$ cat src/hw/rtl/dzpv_pkg.sv
// Shared types and constants for the deadzone proportional velocity controller.
package dzpv_pkg;

  // Configuration port widths.
  localparam int unsigned CFG_IDX_W  = 3;
  localparam int unsigned CFG_DATA_W = 24;

  // Configuration register indexes.
  localparam logic [CFG_IDX_W-1:0] REG_HALF_VIEW_WIDTH = 3'd0;
  localparam logic [CFG_IDX_W-1:0] REG_ROTATE_DEADZONE = 3'd1;
  localparam logic [CFG_IDX_W-1:0] REG_ROTATE_GAIN     = 3'd2;
  localparam logic [CFG_IDX_W-1:0] REG_DEPTH_SETPOINT  = 3'd3;
  localparam logic [CFG_IDX_W-1:0] REG_DEPTH_DEADZONE  = 3'd4;
  localparam logic [CFG_IDX_W-1:0] REG_FORWARD_GAIN    = 3'd5;
  localparam logic [CFG_IDX_W-1:0] REG_LATERAL_GAIN    = 3'd6;
  localparam logic [CFG_IDX_W-1:0] REG_LINEAR_LIMIT    = 3'd7;

  // Command modes.
  localparam logic [2:0] CMD_FOLLOW = 3'd1;
  localparam logic [2:0] CMD_LEFT   = 3'd2;
  localparam logic [2:0] CMD_RIGHT  = 3'd3;
  localparam logic [2:0] CMD_STOP   = 3'd4;

  // Fixed Q4.12 speeds.
  localparam logic [15:0] ROT_LIMIT  = 16'd6144;  // 1.5
  localparam logic [15:0] ROT_FIXED  = 16'd2048;  // 0.5
  localparam logic [15:0] SEARCH_ROT = 16'd3277;  // 0.8

  // Configuration register file contents.
  typedef struct packed {
    logic [14:0] half_view_width;
    logic [14:0] rotate_deadzone;
    logic [23:0] rotate_gain;
    logic [14:0] depth_setpoint;
    logic [14:0] depth_deadzone;
    logic [14:0] forward_gain;
    logic [14:0] lateral_gain;
    logic [14:0] linear_limit;
  } cfg_t;

  // Mode bits that travel with every request.
  typedef struct packed {
    logic       found;
    logic [2:0] cmd;
  } ctl_t;

  // Error magnitudes and signs, front end to scaler.
  typedef struct packed {
    ctl_t        ctl;
    logic [16:0] e4_mag;
    logic        e4_neg;
    logic [16:0] d_mag;
    logic        d_neg;
    logic        fwd_act;
    logic [15:0] x_mag;
    logic        x_neg;
  } err_t;

  // Rounded speed magnitudes, scaler to output stage.
  typedef struct packed {
    ctl_t        ctl;
    logic        rot_act;
    logic        rot_neg;
    logic [19:0] rot_mag;
    logic        fwd_act;
    logic        fwd_neg;
    logic [20:0] fwd_mag;
    logic        lat_neg;
    logic [19:0] lat_mag;
  } mag_t;

endpackage

$ cat src/hw/rtl/dzpv_cfg.sv
// Configuration register file for the velocity controller.
module dzpv_cfg (
  input  logic                           clk,
  input  logic                           rst,
  input  logic                           cfg_valid,
  output logic                           cfg_ready,
  input  logic [dzpv_pkg::CFG_IDX_W-1:0]  cfg_index,
  input  logic [dzpv_pkg::CFG_DATA_W-1:0] cfg_data,
  output dzpv_pkg::cfg_t                 cfg
);
  import dzpv_pkg::*;

  // Writes are taken in any cycle.
  assign cfg_ready = 1'b1;

  // Register writes, with the documented reset values.
  always_ff @(posedge clk) begin
    if (rst) begin
      cfg.half_view_width <= 15'd15360;
      cfg.rotate_deadzone <= 15'd800;
      cfg.rotate_gain     <= 24'd699051;
      cfg.depth_setpoint  <= 15'd1229;
      cfg.depth_deadzone  <= 15'd205;
      cfg.forward_gain    <= 15'd4915;
      cfg.lateral_gain    <= 15'd4096;
      cfg.linear_limit    <= 15'd4096;
    end else if (cfg_valid && cfg_ready) begin
      unique case (cfg_index)
        REG_HALF_VIEW_WIDTH: cfg.half_view_width <= cfg_data[14:0];
        REG_ROTATE_DEADZONE: cfg.rotate_deadzone <= cfg_data[14:0];
        REG_ROTATE_GAIN:     cfg.rotate_gain     <= cfg_data;
        REG_DEPTH_SETPOINT:  cfg.depth_setpoint  <= cfg_data[14:0];
        REG_DEPTH_DEADZONE:  cfg.depth_deadzone  <= cfg_data[14:0];
        REG_FORWARD_GAIN:    cfg.forward_gain    <= cfg_data[14:0];
        REG_LATERAL_GAIN:    cfg.lateral_gain    <= cfg_data[14:0];
        REG_LINEAR_LIMIT:    cfg.linear_limit    <= cfg_data[14:0];
      endcase
    end
  end

endmodule

$ cat src/hw/rtl/dzpv_front.sv
// Front end stages: corner sum, errors, magnitudes and the depth deadzone.
module dzpv_front (
  input  logic                clk,
  input  logic                rst,
  input  dzpv_pkg::cfg_t      cfg,
  input  logic                in_vld,
  input  logic                target_found,
  input  logic [2:0]          command,
  input  logic signed [15:0]  cam_x,
  input  logic signed [15:0]  cam_z,
  input  logic [14:0]         corner_x0,
  input  logic [14:0]         corner_x1,
  input  logic [14:0]         corner_x2,
  input  logic [14:0]         corner_x3,
  output logic                err_vld,
  output dzpv_pkg::err_t      err
);
  import dzpv_pkg::*;

  // Stage one registers.
  logic               s1_vld;
  ctl_t               s1_ctl;
  logic [16:0]        s1_sum;
  logic signed [16:0] s1_d;
  logic [15:0]        s1_x_mag;
  logic               s1_x_neg;

  // Stage two combinational terms.
  logic signed [17:0] e4;
  logic [16:0]        e4_mag;
  logic [16:0]        d_mag;

  // Valid bits advance every cycle.
  always_ff @(posedge clk) begin
    if (rst) begin
      s1_vld  <= 1'b0;
      err_vld <= 1'b0;
    end else begin
      s1_vld  <= in_vld;
      err_vld <= s1_vld;
    end
  end

  // Stage one: corner sum, depth error and offset magnitude.
  always_ff @(posedge clk) begin
    s1_ctl.found <= target_found;
    s1_ctl.cmd   <= command;
    s1_sum       <= 17'(corner_x0) + 17'(corner_x1) + 17'(corner_x2) + 17'(corner_x3);
    s1_d         <= $signed({cam_z[15], cam_z}) - $signed({2'b00, cfg.depth_setpoint});
    s1_x_neg     <= cam_x[15];
    s1_x_mag     <= cam_x[15] ? (~cam_x + 16'sd1) : cam_x;
  end

  // Four times the pixel error and its magnitude.
  assign e4     = $signed({1'b0, cfg.half_view_width, 2'b00}) - $signed({1'b0, s1_sum});
  assign e4_mag = e4[17] ? 17'(~e4 + 18'sd1) : e4[16:0];
  assign d_mag  = s1_d[16] ? 17'(~s1_d + 17'sd1) : s1_d[16:0];

  // Stage two: magnitudes and the depth deadzone test.
  always_ff @(posedge clk) begin
    err.ctl     <= s1_ctl;
    err.e4_mag  <= e4_mag;
    err.e4_neg  <= e4[17];
    err.d_mag   <= d_mag;
    err.d_neg   <= s1_d[16];
    err.fwd_act <= d_mag > {2'b00, cfg.depth_deadzone};
    err.x_mag   <= s1_x_mag;
    err.x_neg   <= s1_x_neg;
  end

endmodule

$ cat src/hw/rtl/dzpv_scale.sv
// Gain stages: one multiplier per axis, then round half away from zero.
module dzpv_scale (
  input  logic           clk,
  input  logic           rst,
  input  dzpv_pkg::cfg_t cfg,
  input  logic           err_vld,
  input  dzpv_pkg::err_t err,
  output logic           mag_vld,
  output dzpv_pkg::mag_t mag
);
  import dzpv_pkg::*;

  // Stage three registers: raw products.
  logic        s3_vld;
  ctl_t        s3_ctl;
  logic [40:0] s3_rot_prod;
  logic [31:0] s3_fwd_prod;
  logic [30:0] s3_lat_prod;
  logic        s3_rot_act;
  logic        s3_rot_neg;
  logic        s3_fwd_act;
  logic        s3_fwd_neg;
  logic        s3_lat_neg;

  // Rounding sums.
  logic [41:0] rot_sum;
  logic [32:0] fwd_sum;
  logic [31:0] lat_sum_half;
  logic [31:0] lat_sum_full;

  always_ff @(posedge clk) begin
    if (rst) begin
      s3_vld  <= 1'b0;
      mag_vld <= 1'b0;
    end else begin
      s3_vld  <= err_vld;
      mag_vld <= s3_vld;
    end
  end

  // Stage three: multiply magnitudes by gains; rotation deadzone test.
  always_ff @(posedge clk) begin
    s3_ctl      <= err.ctl;
    s3_rot_prod <= 41'(err.e4_mag) * 41'(cfg.rotate_gain);
    s3_fwd_prod <= 32'(err.d_mag) * 32'(cfg.forward_gain);
    s3_lat_prod <= 31'(err.x_mag) * 31'(cfg.lateral_gain);
    s3_rot_act  <= err.e4_mag > {cfg.rotate_deadzone, 2'b00};
    s3_rot_neg  <= err.e4_neg;
    s3_fwd_act  <= err.fwd_act;
    s3_fwd_neg  <= err.d_neg;
    s3_lat_neg  <= err.x_neg;
  end

  // Add half an output step before the shift.
  assign rot_sum      = {1'b0, s3_rot_prod} + (42'd1 << 21);
  assign fwd_sum      = {1'b0, s3_fwd_prod} + 33'd2048;
  assign lat_sum_full = {1'b0, s3_lat_prod} + 32'd2048;
  assign lat_sum_half = {1'b0, s3_lat_prod} + 32'd4096;

  // Stage four: rounded magnitudes; follow mode uses half gain.
  always_ff @(posedge clk) begin
    mag.ctl     <= s3_ctl;
    mag.rot_act <= s3_rot_act;
    mag.rot_neg <= s3_rot_neg;
    mag.rot_mag <= rot_sum[41:22];
    mag.fwd_act <= s3_fwd_act;
    mag.fwd_neg <= s3_fwd_neg;
    mag.fwd_mag <= fwd_sum[32:12];
    mag.lat_neg <= s3_lat_neg;
    if (s3_ctl.cmd == CMD_FOLLOW) begin
      mag.lat_mag <= {1'b0, lat_sum_half[31:13]};
    end else begin
      mag.lat_mag <= lat_sum_full[31:12];
    end
  end

endmodule

$ cat src/hw/rtl/dzpv_output.sv
// Output stage: clamps, signs, mode overrides and the result register.
module dzpv_output (
  input  logic               clk,
  input  logic               rst,
  input  dzpv_pkg::cfg_t     cfg,
  input  logic               mag_vld,
  input  dzpv_pkg::mag_t     mag,
  output logic               done,
  output logic signed [15:0] lateral_speed,
  output logic signed [15:0] forward_speed,
  output logic signed [15:0] rotation_speed
);
  import dzpv_pkg::*;

  logic [16:0] rot_c;
  logic [16:0] fwd_c;
  logic [16:0] lat_c;
  logic [15:0] rot_v;
  logic [15:0] fwd_v;
  logic [15:0] lat_v;
  logic [15:0] lat_next;
  logic [15:0] fwd_next;
  logic [15:0] rot_next;

  // Negate a clamped magnitude into a 16-bit two's complement value.
  function automatic logic [15:0] apply_sign(input logic [16:0] m, input logic neg);
    logic [16:0] t;
    t = neg ? (~m + 17'd1) : m;
    return t[15:0];
  endfunction

  // Clamp the magnitudes; follow-mode lateral saturates to the Q4.12 range.
  always_comb begin
    rot_c = (mag.rot_mag > {4'b0, ROT_LIMIT}) ? {1'b0, ROT_LIMIT} : mag.rot_mag[16:0];
    fwd_c = (mag.fwd_mag > {6'b0, cfg.linear_limit}) ? {2'b0, cfg.linear_limit}
                                                      : mag.fwd_mag[16:0];
    if (mag.ctl.cmd == CMD_FOLLOW) begin
      if (mag.lat_neg) begin
        lat_c = (mag.lat_mag > 20'd32768) ? 17'd32768 : mag.lat_mag[16:0];
      end else begin
        lat_c = (mag.lat_mag > 20'd32767) ? 17'd32767 : mag.lat_mag[16:0];
      end
    end else begin
      lat_c = (mag.lat_mag > {5'b0, cfg.linear_limit}) ? {2'b0, cfg.linear_limit}
                                                        : mag.lat_mag[16:0];
    end
    rot_v = mag.rot_act ? apply_sign(rot_c, mag.rot_neg) : 16'd0;
    fwd_v = mag.fwd_act ? apply_sign(fwd_c, mag.fwd_neg) : 16'd0;
    lat_v = apply_sign(lat_c, mag.lat_neg);
  end

  // Search spin and fixed modes override the computed speeds.
  always_comb begin
    lat_next = lat_v;
    fwd_next = fwd_v;
    rot_next = rot_v;
    if (!mag.ctl.found) begin
      lat_next = 16'd0;
      fwd_next = 16'd0;
      rot_next = SEARCH_ROT;
    end else begin
      case (mag.ctl.cmd)
        CMD_LEFT: begin
          lat_next = 16'd0;
          fwd_next = 16'd0;
          rot_next = ROT_FIXED;
        end
        CMD_RIGHT: begin
          lat_next = 16'd0;
          fwd_next = 16'd0;
          rot_next = ~ROT_FIXED + 16'd1;
        end
        CMD_STOP: begin
          lat_next = 16'd0;
          fwd_next = 16'd0;
          rot_next = 16'd0;
        end
        default: begin
          lat_next = lat_v;
          fwd_next = fwd_v;
          rot_next = rot_v;
        end
      endcase
    end
  end

  // Result strobe.
  always_ff @(posedge clk) begin
    if (rst) begin
      done <= 1'b0;
    end else begin
      done <= mag_vld;
    end
  end

  // Result registers.
  always_ff @(posedge clk) begin
    lateral_speed  <= $signed(lat_next);
    forward_speed  <= $signed(fwd_next);
    rotation_speed <= $signed(rot_next);
  end

`ifndef SYNTHESIS
  // Rotation never leaves +-1.5.
  a_rot_range: assert property (@(posedge clk) disable iff (rst)
    done |-> (rotation_speed <= 16'sd6144 && rotation_speed >= -16'sd6144))
    else $error("rotation speed outside clamp");

  // The forward speed stays within the linear limit in every mode.
  a_fwd_range: assert property (@(posedge clk) disable iff (rst)
    done |-> (forward_speed <= $signed({1'b0, $past(cfg.linear_limit)})
              && forward_speed >= -$signed({1'b0, $past(cfg.linear_limit)})))
    else $error("forward speed outside limit");
`endif

endmodule

$ cat src/hw/rtl/deadzone_p_velocity_controller.sv
// Top level of the deadzone proportional velocity controller.
//
//  channel   signals                                    direction  accepted when
//  request   start, busy, target_found .. corner_x3     in         start && !busy
//  result    done, lateral/forward/rotation_speed       out        every cycle done is high
//  config    cfg_valid, cfg_ready, cfg_index, cfg_data  in         cfg_valid && cfg_ready
//
// Each accepted request gives its result at the end of the pipeline; one request
// can be accepted every cycle. The five register stages are error terms,
// magnitudes, multipliers, rounding, and clamp/select. busy is high during reset
// and for the first cycle after it; nothing stalls the pipeline, as results are
// not held off. Reset clears the stage valid bits and loads the register defaults.
module deadzone_p_velocity_controller (
  input  logic                           clk,
  input  logic                           rst,
  input  logic                           start,
  output logic                           busy,
  input  logic                           target_found,
  input  logic [2:0]                     command,
  input  logic signed [15:0]             cam_x,
  input  logic signed [15:0]             cam_z,
  input  logic [14:0]                    corner_x0,
  input  logic [14:0]                    corner_x1,
  input  logic [14:0]                    corner_x2,
  input  logic [14:0]                    corner_x3,
  output logic                           done,
  output logic signed [15:0]             lateral_speed,
  output logic signed [15:0]             forward_speed,
  output logic signed [15:0]             rotation_speed,
  input  logic                           cfg_valid,
  output logic                           cfg_ready,
  input  logic [dzpv_pkg::CFG_IDX_W-1:0]  cfg_index,
  input  logic [dzpv_pkg::CFG_DATA_W-1:0] cfg_data
);
  import dzpv_pkg::*;

  cfg_t cfg;
  logic in_vld;
  logic err_vld;
  err_t err;
  logic mag_vld;
  mag_t mag;

  // Busy only while coming out of reset.
  always_ff @(posedge clk) begin
    if (rst) begin
      busy <= 1'b1;
    end else begin
      busy <= 1'b0;
    end
  end

  assign in_vld = start && !busy;

  dzpv_cfg u_cfg (
    .clk       (clk),
    .rst       (rst),
    .cfg_valid (cfg_valid),
    .cfg_ready (cfg_ready),
    .cfg_index (cfg_index),
    .cfg_data  (cfg_data),
    .cfg       (cfg)
  );

  dzpv_front u_front (
    .clk          (clk),
    .rst          (rst),
    .cfg          (cfg),
    .in_vld       (in_vld),
    .target_found (target_found),
    .command      (command),
    .cam_x        (cam_x),
    .cam_z        (cam_z),
    .corner_x0    (corner_x0),
    .corner_x1    (corner_x1),
    .corner_x2    (corner_x2),
    .corner_x3    (corner_x3),
    .err_vld      (err_vld),
    .err          (err)
  );

  dzpv_scale u_scale (
    .clk     (clk),
    .rst     (rst),
    .cfg     (cfg),
    .err_vld (err_vld),
    .err     (err),
    .mag_vld (mag_vld),
    .mag     (mag)
  );

  dzpv_output u_output (
    .clk            (clk),
    .rst            (rst),
    .cfg            (cfg),
    .mag_vld        (mag_vld),
    .mag            (mag),
    .done           (done),
    .lateral_speed  (lateral_speed),
    .forward_speed  (forward_speed),
    .rotation_speed (rotation_speed)
  );

`ifndef SYNTHESIS
  // Every accepted request gives exactly one result at the end of the pipeline.
  a_req_to_done: assert property (@(posedge clk) disable iff (rst)
    (start && !busy) |-> ##5 done)
    else $error("accepted request produced no result");

  a_done_from_req: assert property (@(posedge clk) disable iff (rst)
    done |-> $past(start && !busy, 5))
    else $error("result without a matching request");

  // A lost target gives the search spin and no linear motion.
  a_search_spin: assert property (@(posedge clk) disable iff (rst)
    (start && !busy && !target_found) |-> ##5
      (rotation_speed == SEARCH_ROT && forward_speed == 16'sd0 && lateral_speed == 16'sd0))
    else $error("search spin result wrong");
`endif

endmodule

$ cat config.mk
export PLATFORM = sky130hd
export DESIGN_NAME = deadzone_p_velocity_controller
export DESIGN_NICKNAME = d
export VERILOG_FILES = /design/src/hw/rtl/dzpv_pkg.sv /design/src/hw/rtl/dzpv_cfg.sv /design/src/hw/rtl/dzpv_front.sv /design/src/hw/rtl/dzpv_scale.sv /design/src/hw/rtl/dzpv_output.sv /design/src/hw/rtl/deadzone_p_velocity_controller.sv
export SDC_FILE = /design/constraint.sdc
export NUM_CORES = 2
export LEC_CHECK = 0
export ABC_AREA = 0
export BUFFER_PORTS_ARGS = -buffer_cell sky130_fd_sc_hd__buf_2
export CAP_MARGIN = 25
export CORE_MARGIN = 2
export CORE_UTILIZATION = 56
export CTS_CLUSTER_DIAMETER = 30
export DETAILED_ROUTE_END_ITERATION = 16
export GPL_TIMING_DRIVEN = 0
export PLACE_DENSITY = 0.83
export SYNTH_ARGS = -nofsm -noshare
export SYNTH_HDL_FRONTEND = slang
export SYNTH_HIERARCHICAL = 1
export SYNTH_SLANG_ARGS = --single-unit
export TNS_END_PERCENT = 1
$ cat constraint.sdc
create_clock -name clk -period 11 [get_ports clk]
set_clock_uncertainty 0.2 [all_clocks]
set_input_delay 0 -clock clk [delete_from_list [all_inputs] [get_ports clk]]
set_output_delay 0 -clock clk [all_outputs]
set_load 0.02 [all_outputs]
Yosys cells after proc, flatten, opt, wreduce, memory -nomap -nowiden --
Index checks and enable logic that the tools add are counted.
Operators by class: add/sub/neg operators 15, multiply operators 3, magnitude comparators 7, equal/unequal tests 12, muxes and demuxes 17, bitwise operators 8, reduce and logical (&&, ||, !) cells 13
Operator list (number):
- $mux 16 | 11
- $not 16->16 | 4
- $add 16x1->16 const B | 3
- $pmux 16 s3 | 1
- $add 41x22->42 const B | 1
- $mul 17x24->41 | 1
- $add 17x15->17 | 2
- $add 17x2->17 const B | 2
- $mux 17 | 2
- $not 17->17 | 2
- $add 32x12->33 const B | 1
- $add 31x12->32 const B | 1
- $add 31x13->32 const B | 1
- $mul 17x15->32 | 1
- $mul 16x15->31 | 1
- $gt 21x15->1 | 1
- $gt 20x13->1 const B | 1
- $gt 20x15->1 | 1
- $gt 20x15->1 const B | 1
- $gt 20x16->1 const B | 1
- $mux 19 | 1
- $sub 17x17->18 | 1
- $gt 17x15->1 | 1
- $gt 17x17->1 | 1
- 15 further kinds | 32
Storage, ports and cells: register bits after elaboration 479, input bits 127, output and inout bits 51, word-level logic and storage cells 129

Depth between registers and ports, before layout --
depth after elaboration 7, depth in mapped cells 25, gate-level depth less buffers 24

Hierarchy --
The synthesis kept the hierarchy.
Modules (own cells, without submodules):
- dzpv_scale | instances 1, cells an instance 3608, area an instance 32282.2 um^2, sequential area each 2842.7 um^2
- dzpv_front | instances 1, cells an instance 720, area an instance 6622.6 um^2, sequential area each 2302.2 um^2
- dzpv_cfg | instances 1, cells an instance 474, area an instance 5074.9 um^2, sequential area each 2582.5 um^2
- dzpv_output | instances 1, cells an instance 499, area an instance 3906.2 um^2, sequential area each 980.9 um^2
- deadzone_p_velocity_controller | instances 1, cells an instance 2, area an instance 33.8 um^2, sequential area each 20.0 um^2

Least setup slack after synthesis --
Ideal clock, no wire load.
kind register to register, from register, netlist name u_cfg/cfg[85], to register u_scale.s3_rot_prod[39], library setup time 0.072 ns, data arrival time 6.110 ns, data required time 10.728 ns, slack 4.618 ns, cell stages (with the launch flop) 26, path buffers 2, clock period less this slack 6.382 ns, path through dfxtp_1 clkbuf_1 clkbuf_1 nand2_1 fa_1 inv_1 fa_1 inv_1 fa_1 inv_1 fa_1 fa_1 inv_1 fa_1 inv_1 ha_1 a21o_1 a21o_1 a21oi_1 o21ai_0 a21oi_1 o41ai_2 a311oi_2 o31ai_1 a221oi_1 xnor2_1
Between the ends: longest elaborated chain between the ends 1
RTL lines:
- $mul 17x24->41 | RTL line dzpv_scale.sv:44 | s3_rot_prod <= 41'(err.e4_mag) * 41'(cfg.rotate_gain);
- end signal: assignment | RTL line dzpv_scale.sv:44
- end: declaration | RTL line dzpv_scale.sv:16 | logic [40:0] s3_rot_prod;
No other way between the ends. A chain may end at the register's enable or synchronous reset.

Worst setup path in the final report --
from register, netlist name u_front/err[8], to register u_scale.s3_lat_prod[28]
Between the ends: longest elaborated chain between the ends 1
RTL lines:
- $mul 16x15->31 | RTL line dzpv_scale.sv:46 | s3_lat_prod <= 31'(err.x_mag) * 31'(cfg.lateral_gain);
- end signal: assignment | RTL line dzpv_scale.sv:46
- end: declaration | RTL line dzpv_scale.sv:18 | logic [30:0] s3_lat_prod;
No other way between the ends.

==> out/results.txt <==
Status: completed
Sum of negative setup slack: 0 ns
Least-Margin Pin Slew: 0.998 ns
DRC: 0
P&R area growth vs syn: 14.8%
Mux cell area share after synthesis: 0.0310
CTS max path bufs: 3
Largest net degree at the start of global routing: 15
CP Launch Type: flip-flop
Clock transition at the registers of the reported paths: 0.05 ns
WL final: 143 mm
Vias in the first global route: 41900
DP Wirelength: 106 mm
Global-route wire length before repair: 224 mm
Synthesized area per cell: 9.04 um2
Clk_lat worst skew: 0.64 ns
Via density: 5.68
Row cnt: 107
Drt pass-1 iters: 6
Fill count: 6406
Final min period: 7.92 ns
R2R Setup Slk: 3.08 ns
Worst hold path type: input port to flip-flop
Multi-input gate area: 34700 um2
Adder-Cell Fraction of Synth Area: 0.413
Share of the synthesized area in the top cell type: 0.305
CTS H-tree lvls: 3
Simple-Gate Fraction of Synth Area: 0.174
Ports: 178
CP endpoint kind: flip-flop
Synth Flop Type: dfxtp_1
Root buf cell: clkbuf_16
Final #Nets: 7002
Number of setup buffers added after CTS: 0
Tcrit/Tclk final: 0.720
Port bufs: 176
Dpl cells: 6624
Inserted Clock Buffers: 88
Vias: 39500
Clock tree from TritonCTS: done
Starting Density: 0.564
Hold WS: 0.0543 ns
Fraction of layout cells with a size suffix above 1: 0.0720
Max Clock Freq: 0.126 GHz
Antenna violations before repair: 14
Die area: 87900 um2
FF/Latch Area: 8730 um2
Largest family of logic cells by synthesized area: adder cells
Core area: 85000 um2
Synth top area cells: fa_1 (30%), dfxtp_1 (18%), ha_1 (11%)
Die Width: 297 um
Total grt overflow: 0
Die Y: 297 um
Routed Antenna Nets: 0
Final Non-Filler Cells: 6955
Min-Delay Path Depth: 6
Routability cong.: 1.03
Synth cell types: 101
Worst Path Max Fanout: 10
Number of synthesized flops with an enable pin: 0
Synth Area in Compound Gates: 0.0683
DR iter-0 viols: 3481
Total Routing Usage GR: 0.330
WL/cell: 20.5 um
Final setup vio count: 0
Critical path class: flip-flop to flip-flop
Max-cap violations: 0
CTS resizes: 0
Synth Cell Area: 47900 um2
Post-synthesis xor/xnor area fraction: 0.0387
Top cell type by total area after synthesis: fa_1
Yosys warns: 6
TritonCTS Sinks: 436
Hold Buf Count CTS: 162
Crit path DAT: 8.22 ns
RSZ-0062 raised after global routing: false
Max-slew violations: 0
Post-synthesis sequential area ratio: 0.182
Async S/R FF share, synth: 0
Post-Syn Instances: 5303
Cells on worst reg2reg path: 22
Critical Path RT: 11.30 ns
Final Hold Vio Count: 0
Flops & latches, synth: 436
Post-Syn Nets: 6573
Relative slew slack: 0.335
-- worst max-delay path, cell delays in order (launching register included) --
cell      delay (ns)
dfxtp_1         0.51
clkbuf_1        0.57
nand2_1         0.16
fa_1            0.54
inv_1           0.07
fa_1            0.50
fa_1            0.51
inv_1           0.05
fa_1            0.50
inv_1           0.07
fa_1            0.54
fa_1            0.53
ha_1            0.39
a221oi_1        0.30
o21ai_0         0.14
a21oi_1         0.18
o21ai_0         0.22
a21oi_1         0.42
o21ai_1         0.28
a31o_2          0.34
a21boi_0        0.35
nor2b_1         0.10
o31a_1          0.29
-- cells in the mapped netlist, types with 12 or more instances --
cell / number
nor4_1: 17
o211ai_1: 12
nand2b_1: 131
inv_1: 961
and3_1: 26
o21ai_0: 88
dfxtp_1: 436
a21o_1: 51
o31ai_1: 25
fa_1: 729
nand3_1: 52
xor2_1: 63
a211oi_1: 14
nor3_1: 44
nand4_1: 33
and2_1: 350
ha_1: 414
o21a_1: 20
or2_2: 13
clkbuf_1: 178
a21oi_1: 146
nand2_1: 717
mux2i_1: 146
xnor2_1: 149
nor2b_1: 24
a31oi_1: 19
nor2_1: 225
or3_1: 15
-- logic make-up (layout without fill, tap and decap cells) --
group | after synthesis | count (layout)
buffers and inverters | 1170 | 1671
flip-flops | 436 | 436
AO/OA/AOI/OAI | 494 | 494
other | 1 | 8
XOR/XNOR | 212 | 212
multiplexers | 148 | 148
adder cells (fa/ha/maj) | 1143 | 1143
AND/OR/NAND/NOR | 1699 | 1699
-- layer usage --
layer,global-route usage,up-vias,routed length [um]
met5,0,-,75
met4,0.186,12,8880
met3,0.101,574,16100
met2,0.526,2374,64700
met1,0.398,19200,52900
li1,-,17400,-
-- sequential cells by signal, summed over array words and instances (netlist names), 4 cells and up --
register / flops
u_cfg/cfg: 129
u_scale/mag: 70
u_front/err: 58
u_scale/s3_fwd_prod: 21
u_scale/s3_lat_prod: 20
u_scale/s3_rot_prod: 20
u_front/s1_d: 17
u_front/s1_sum: 17
u_front/s1_x_mag: 16
u_output/forward_speed: 16
u_output/lateral_speed: 16
u_output/rotation_speed: 16
u_front/s1_ctl: 4
u_scale/s3_ctl: 4
-- placed cells by master, fill, tap and decap left out, types with 19 or more instances in the layout --
cell           instances
inv_1                961
fa_1                 729
nand2_1              717
dfxtp_1              436
ha_1                 414
and2_1               350
nor2_1               225
buf_2                188
clkbuf_1             182
dlygate4sd3_1        162
xnor2_1              149
mux2i_1              146
a21oi_1              146
nand2b_1             131
clkbuf_16             88
o21ai_0               88
xor2_1                63
nand3_1               52
a21o_1                51
nor3_1                44
nand4_1               33
and3_1                26
o31ai_1               25
nor2b_1               24
o21a_1                20
a31oi_1               19
-- final timing paths --
path / startpoint / to
worst max-delay path: u_front/err[8] / u_scale/s3_lat_prod[28]
worst min register to register: u_scale/s3_lat_neg / u_scale/mag[20]
worst min-delay path: corner_x3[3] / u_front/s1_sum[4]
worst max register to register: u_front/err[8] / u_scale/s3_lat_prod[28]
-- layout make-up --
type,instances,area share
Sequential cell,436,0.159
Inverter,961,0.0656
Timing Repair Buffer,339,0.0456
Clock buffer,100,0.0423
Clock inverter,62,0.0147
Tap cell,1144,0.0260
Antenna cell,7,0.000318
Buffer,209,0.0159
Multi-Input combinational cell,3697,0.631
-- metrics by stage --
stage	setup WS, ns	instance area [um2]	utilization
3_5_place_dp	3.28	50200	0.591
3_3_place_gp	3.41	50200	0.591
4_1_cts	3.25	55000	0.647
6_report	3.08	55000	0.647
2_1_floorplan	4.62	47900	-
5_1_grt	2.87	55000	0.647
Power is not shown: default switching activity piles up to over one toggle a cycle in this logic, so the estimate is an artifact.
